==> config.mk <==
export PLATFORM = sky130hd
export DESIGN_NAME = otrb_ctrl
export DESIGN_NICKNAME = d
export VERILOG_FILES = /design/src/otrb_pkg.sv /design/src/otrb_ctrl.sv
export SDC_FILE = /design/constraint.sdc
export NUM_CORES = 1
export LEC_CHECK = 0
export ABC_AREA = 1
export CORE_AREA = 2 2 39 41
export DETAILED_ROUTE_END_ITERATION = 8
export DIE_AREA = 0 0 41 43
export DONT_BUFFER_PORTS = 1
export GPL_TIMING_DRIVEN = 0
export SKIP_CTS_REPAIR_TIMING = 1
export SLEW_MARGIN = 10
export SYNTH_ARGS = -nofsm -noshare
export SYNTH_HDL_FRONTEND = slang
export SYNTH_SLANG_ARGS = --single-unit
==> constraint.sdc <==
create_clock -name clk -period 1 [get_ports clk]
set_input_delay 0.2 -clock clk [delete_from_list [all_inputs] [get_ports clk]]
set_output_delay 0.2 -clock clk [all_outputs]
set_load 0.05 [all_outputs]
==> src/otrb_pkg.sv <==
// ----------------------------------------------------------------------------
// otrb_pkg
// Shared types, constants and the truncation marker for the trace ring buffer.
// ----------------------------------------------------------------------------
package otrb_pkg;

    localparam int LOG_DEPTH = 4096;
    localparam int PTR_W     = $clog2(LOG_DEPTH);
    localparam int FILL_W    = 13;
    localparam int CAP_W     = 16;
    localparam int LEN_W     = 16;
    localparam int CALC_W    = 18;
    localparam int MARK_IDX_W = 4;

    localparam logic [CALC_W-1:0] MARK_LEN = CALC_W'(16);
    localparam logic [CAP_W-1:0]  CAP_RESET = CAP_W'(4096);

    localparam int PADDR_W = 3;
    localparam logic PADDR_IDX_CAPACITY = 1'b0;

    typedef enum logic [1:0] {
        MODE_APPEND = 2'd0,
        MODE_READ   = 2'd1,
        MODE_CLEAR  = 2'd2,
        MODE_NONE   = 2'd3
    } mode_t;

    typedef enum logic [2:0] {
        ST_IDLE,
        ST_EXEC,
        ST_LAYOUT,
        ST_ADDR,
        ST_DATA,
        ST_OUT
    } state_t;

    typedef struct packed {
        logic capture;
        logic exec;
        logic layout;
        logic addr;
        logic data;
    } cmd_t;

    function automatic logic [7:0] mark_char(input logic [MARK_IDX_W-1:0] idx);
        logic [7:0] c;
        case (idx)
            4'd0:    c = 8'h2E;
            4'd1:    c = 8'h2E;
            4'd2:    c = 8'h2E;
            4'd3:    c = 8'h20;
            4'd4:    c = 8'h28;
            4'd5:    c = 8'h74;
            4'd6:    c = 8'h72;
            4'd7:    c = 8'h75;
            4'd8:    c = 8'h6E;
            4'd9:    c = 8'h63;
            4'd10:   c = 8'h61;
            4'd11:   c = 8'h74;
            4'd12:   c = 8'h65;
            4'd13:   c = 8'h64;
            4'd14:   c = 8'h29;
            4'd15:   c = 8'h0A;
            default: c = 8'h00;
        endcase
        return c;
    endfunction

endpackage

==> src/otrb_ctrl.sv <==
// ----------------------------------------------------------------------------
// otrb_ctrl
// Sequencer that steps one request through update, layout, address and data.
// ----------------------------------------------------------------------------
module otrb_ctrl
    import otrb_pkg::*;
(
    input  logic clk,
    input  logic rst_n,
    input  logic in_valid,
    output logic in_ready,
    output logic out_valid,
    input  logic out_ready,
    output cmd_t cmd
);

    state_t state_reg;
    state_t state_next;

    always_ff @(posedge clk or negedge rst_n)
    begin
        if (!rst_n)
        begin
            state_reg <= ST_IDLE;
        end
        else
        begin
            state_reg <= state_next;
        end
    end

    always_comb
    begin
        state_next = state_reg;
        case (state_reg)
            ST_IDLE:
            begin
                if (in_valid)
                begin
                    state_next = ST_EXEC;
                end
            end
            ST_EXEC:   state_next = ST_LAYOUT;
            ST_LAYOUT: state_next = ST_ADDR;
            ST_ADDR:   state_next = ST_DATA;
            ST_DATA:   state_next = ST_OUT;
            ST_OUT:
            begin
                if (out_ready)
                begin
                    state_next = ST_IDLE;
                end
            end
            default:   state_next = ST_IDLE;
        endcase
    end

    always_comb
    begin
        cmd       = '0;
        in_ready  = 1'b0;
        out_valid = 1'b0;
        case (state_reg)
            ST_IDLE:
            begin
                in_ready    = 1'b1;
                cmd.capture = in_valid;
            end
            ST_EXEC:   cmd.exec   = 1'b1;
            ST_LAYOUT: cmd.layout = 1'b1;
            ST_ADDR:   cmd.addr   = 1'b1;
            ST_DATA:   cmd.data   = 1'b1;
            ST_OUT:    out_valid  = 1'b1;
            default:   cmd        = '0;
        endcase
    end

    assert property (@(posedge clk) disable iff (!rst_n) !(in_ready && out_valid))
        else $error("input and output handshakes open together");

    assert property (@(posedge clk) disable iff (!rst_n)
        in_valid && in_ready |=> state_reg == ST_EXEC)
        else $error("accepted request did not start execution");

    assert property (@(posedge clk) disable iff (!rst_n)
        state_reg == ST_DATA |=> out_valid)
        else $error("result not presented after data stage");

    assert property (@(posedge clk) disable iff (!rst_n)
        $onehot0({cmd.capture, cmd.exec, cmd.layout, cmd.addr, cmd.data}))
        else $error("more than one datapath command active");

endmodule

==> results of run 1 <==
## metrics by stage
step | hold WS (ns) | std cells | cell area, µm²
floorplan | -0.0956 | 27 | 234
global placement | -0.0955 | 43 | 254
detailed placement | -0.0955 | 43 | 254
CTS | -0.356 | 47 | 280
global route | 0.130 | 51 | 329
finish | 0.131 | 51 | 329
## worst max-delay path, stage by stage (launching register included)
cell	delay [ns]
dfrtp_2	0.44
nor2_4	0.15
nand2_4	0.08
nor2_4	0.30
## cell type report
class / count / area, µm² / share of cell area [%]
sequential: 3 / 78.8 / 24.0
tap: 16 / 20.0 / 6.08
clock buffer: 4 / 26.3 / 7.98
inverter: 8 / 43.8 / 13.3
multi-input combinational: 16 / 124 / 37.6
timing repair buffer: 4 / 36.3 / 11.0
## layer usage
metal | GRT usage, % | wire length (µm) | up-vias
met5 | 0 | 0 | -
met4 | 12.0 | 19 | 0
met3 | 5.24 | 38 | 2
met2 | 10.3 | 267 | 8
met1 | 9.03 | 207 | 85
li1 | - | - | 94
## final timing paths
path                               from            to  slack, ns  cells after the start
max                        state_reg[0]        cmd[4]      -0.41                      3
min                            in_valid  state_reg[0]       0.13                      2
max reg2reg                state_reg[1]  state_reg[2]      -0.21                      5
min reg2reg                state_reg[2]  state_reg[1]       0.58                      1
max in group asynchronous         rst_n  state_reg[2]       0.64                      1
min in group asynchronous         rst_n  state_reg[0]       0.21                      1
## placed cells by master (no fill, tap or decap)
cell	n
inv_2	1
clkbuf_4	3
o21ai_1	1
buf_4	2
inv_1	3
nand2_2	2
nand3_2	1
buf_6	1
clkbuf_1	1
nor2_4	5
nand2_4	1
nand2_1	2
inv_4	1
o21ai_0	2
clkinvlp_4	3
nand3b_1	1
dlygate4sd3_1	1
dfrtp_2	3
nor2_1	1
## kinds of logic (layout without fill, tap and decap cells)
kind of cell / Yosys count / in the layout / synth area share (%)
and+or+nand+nor: 13 / 13 / 36.4
buffers and inverters: 8 / 16 / 15.9
AOI/OAI and AO/OA: 3 / 3 / 7.94
DFF: 3 / 3 / 39.7
==> impl_metrics.json, run 1 <==
{
  "outcome": "complete, but fails checks",
  "violations": "setup timing",
  "synth-warning-count": 0,
  "cts_buffer_depth": 2,
  "routed_wl_um": 533,
  "grt_usage_pct": 8.94,
  "first_iter_violations": 2,
  "maxCapViolCount": 0,
  "dr.pass1.iters": 4,
  "cp.required_ns": 0.80,
  "rows": 14,
  "grt_pass1_vias": 199,
  "drive_above_1_share_pct": 65.7,
  "setup_viol": 9,
  "cts_sinks": 3,
  "rsz0062_at_grt": "true",
  "antenna_left": 0,
  "synthTopCellsByCount": "inv_1 (7), nor2_1 (5), dfrtp_1 (3), nand2_2 (3)",
  "fin_crit_sh_pct": 141,
  "worstPathArrival_ns": 1.21,
  "cp_max_fo": 4,
  "final_core_util_pct": 23.8,
  "dp_hpwl_um": 356,
  "cts_root_buffer": "clkbuf_4",
  "dieArea_um2": 1760,
  "synth_area_per_cell_um2": 7.00,
  "synth-edff-count": 0,
  "fmax_ghz": 0.711,
  "endpoint_kind": "output port",
  "synthArstFlopShare_pct": 100,
  "netlist_top_cells_area": "dfrtp_1 (40%), inv_1 (14%), nand2_2 (9.9%)",
  "grt_max_degree": 6,
  "cts_tree": "yes",
  "antenna_found_initial": 0,
  "worstSetupPathType": "flip-flop to output port",
  "synthToLayoutAreaGrowth_pct": 74.2,
  "gp_congestion": 0.789,
  "vias_per_cell": 3.71,
  "grt_first_pass_wirelength_um": 910,
  "remaining_drc_errors": 0,
  "fp.coreArea_um2": 1380,
  "synth_cell_type_count": 11,
  "path_clk_slew_ns": 0.04,
  "wl_per_cell_um": 10.5,
  "ioPinCount": 11,
  "yosys.area.top_type_share_pct": 39.7,
  "syn_nets": 31,
  "final.setup.tns_ns": -2.84,
  "timing.critical_path.from_type": "flip-flop",
  "htreeDepth": 1,
  "dpl_worst_slack_ns": -0.176,
  "grt_overflow": 0,
  "synth_seq_cells": 3,
  "nNetsFinal": 40,
  "hold_path_class": "input pin to flip-flop",
  "syn_area_um2": 189,
  "vias": 189,
  "cts_made_buffers": 3,
  "diodes": 0,
  "fin_ws_ns": -0.406,
  "hold_viol": 0,
  "die_w_um": 41,
  "tightest_slew_ns": 0.356,
  "clock_latency_ns": 0.24,
  "yosys.cell_count.top_type": "inv_1",
  "nFillCells": 156,
  "largest_register_ffs": 3,
  "start_util_pct": 13.7,
  "synthCells": 27,
  "synth_top_area_cell": "dfrtp_1",
  "finClkSkew_ns": 0.000736,
  "ys.flop_type": "dfrtp_1",
  "slew_headroom_pct": 76.2,
  "fp.dieH_um": 43,
  "timing.final.crit_period_ns": 1.41,
  "port_buffers": 0,
  "drv_slew": 0,
  "ys_seq_area_share_pct": 39.7
}
Power of run 1 is not shown: default switching activity piles up to over one toggle a cycle in this logic, so the estimate is an artifact.
==> run 2: changes to the inputs <==
--- a/config.mk
+++ b/config.mk
@@ -11,6 +11,7 @@
 export DIE_AREA = 0 0 41 43
 export DONT_BUFFER_PORTS = 1
 export GPL_TIMING_DRIVEN = 0
+export MAX_ROUTING_LAYER = met4
 export SKIP_CTS_REPAIR_TIMING = 1
 export SLEW_MARGIN = 10
 export SYNTH_ARGS = -nofsm -noshare
==> run 2 against run 1 <==
- the flow still finishes with violations (setup timing)
- setup slack about the same
- via count unchanged
- first-iteration DRC count unchanged
- clock skew unchanged
- die area unchanged
==> impl_metrics.json, run 2 (synthesis gave the netlist of run 1 again) <==
{
  "dr.pass1.iters": 4,
  "grt_max_degree": 6,
  "fin_crit_sh_pct": 141,
  "timing.rr.start": "state_reg[1]",
  "cts_made_buffers": 3,
  "grt_busiest_layer": "met4",
  "seq_area_um2": 78.8,
  "fp.coreArea_um2": 1380,
  "dp_hpwl_um": 356,
  "nNetsFinal": 40,
  "rows": 14,
  "vias": 189,
  "drv_slew": 0,
  "wl_per_cell_um": 10.5,
  "fmax_ghz": 0.711,
  "start_util_pct": 13.7,
  "grt_usage_pct": 9.17,
  "maxCapViolCount": 0,
  "layout_common_cells": "nor2_4 (5), clkinvlp_4 (3), inv_1 (3), clkbuf_4 (3), dfrtp_2 (3)",
  "critPathLaunch": "state_reg[0]",
  "violations": "setup timing",
  "grt_first_pass_wirelength_um": 910,
  "final.setup.tns_ns": -2.84,
  "rsz0062_at_grt": "true",
  "diodes": 0,
  "grtUsageMet2_pct": 10.3,
  "largest_register_ffs": 3,
  "gp_congestion": 0.800,
  "grt_overflow": 0,
  "cts_tree": "yes",
  "grt_use_met1_pct": 9.35,
  "drive_above_1_share_pct": 65.7,
  "worstPathArrival_ns": 1.21,
  "slew_headroom_pct": 76.2,
  "synthToLayoutAreaGrowth_pct": 74.2,
  "finClkSkew_ns": 0.000736,
  "endpoint_kind": "output port",
  "first_iter_violations": 2,
  "clock_latency_ns": 0.24,
  "hold_path_class": "input pin to flip-flop",
  "met3_usage_pct": 4.71,
  "die_w_um": 41,
  "fin_ws_ns": -0.406,
  "cts_buffer_depth": 2,
  "mostFrequentLayoutCell": "nor2_4",
  "cts_sinks": 3,
  "grt_pass1_vias": 199,
  "hold_viol": 0,
  "routed_wl_um": 533,
  "dieArea_um2": 1760,
  "multiInputGateArea_um2": 124,
  "nFillCells": 156,
  "worstSetupPathType": "flip-flop to output port",
  "path_clk_slew_ns": 0.04,
  "timing.final.crit_period_ns": 1.41,
  "min-delay-start": "in_valid",
  "antenna_left": 0,
  "cts_root_buffer": "clkbuf_4",
  "remaining_drc_errors": 0,
  "cp_max_fo": 4,
  "outcome": "complete, but fails checks",
  "setup_viol": 9,
  "htreeDepth": 1,
  "cp.required_ns": 0.80,
  "tightest_slew_ns": 0.356,
  "fp.dieH_um": 43,
  "port_buffers": 0,
  "timing.critical_path.from_type": "flip-flop",
  "antenna_found_initial": 0,
  "ioPinCount": 11,
  "vias_per_cell": 3.71
}
[run 2: metrics by stage]
stage / hold slack (ns) / utilization, % / setup WS (ns) / instances / cell area (µm²)
floorplan: -0.0956 / - / -0.105 / 27 / 234
global placement: -0.0955 / 18.4 / -0.170 / 43 / 254
detailed placement: -0.0955 / 18.4 / -0.176 / 43 / 254
CTS: -0.356 / 20.3 / -0.446 / 47 / 280
global route: 0.130 / 23.8 / -0.460 / 51 / 329
finish: 0.131 / 23.8 / -0.406 / 51 / 329
[run 2: worst paths after layout]
path                                 to  slack, ns  cells after the start
setup / recovery                 cmd[4]      -0.41                      3
hold / removal             state_reg[0]       0.13                      2
setup reg to reg           state_reg[2]      -0.21                      5
hold reg to reg            state_reg[1]       0.58                      1
max in group asynchronous  state_reg[2]       0.64                      1
min in group asynchronous  state_reg[0]       0.21                      1
[run 2: critical path, stage by stage, from the launching register on]
cell     delay (ns)
dfrtp_2        0.44
nor2_4         0.15
nand2_4        0.08
nor2_4         0.29
[run 2: per-layer routing]
| metal | wire (µm) | vias to the layer above |
|---|---|---|
| li1 | - | 94 |
| met1 | 215 | 85 |
| met2 | 267 | 8 |
| met3 | 30 | 2 |
| met4 | 19 | 0 |
| met5 | 0 | - |
[run 2: cell type report]
cell class                 count  area share (%)
sequential                     3            24.0
timing repair buffer           4            11.0
clock buffer                   4            7.98
multi-input combinational     16            37.6
tap                           16            6.08
inverter                       8            13.3
Power of run 2 is left out for the same reason.
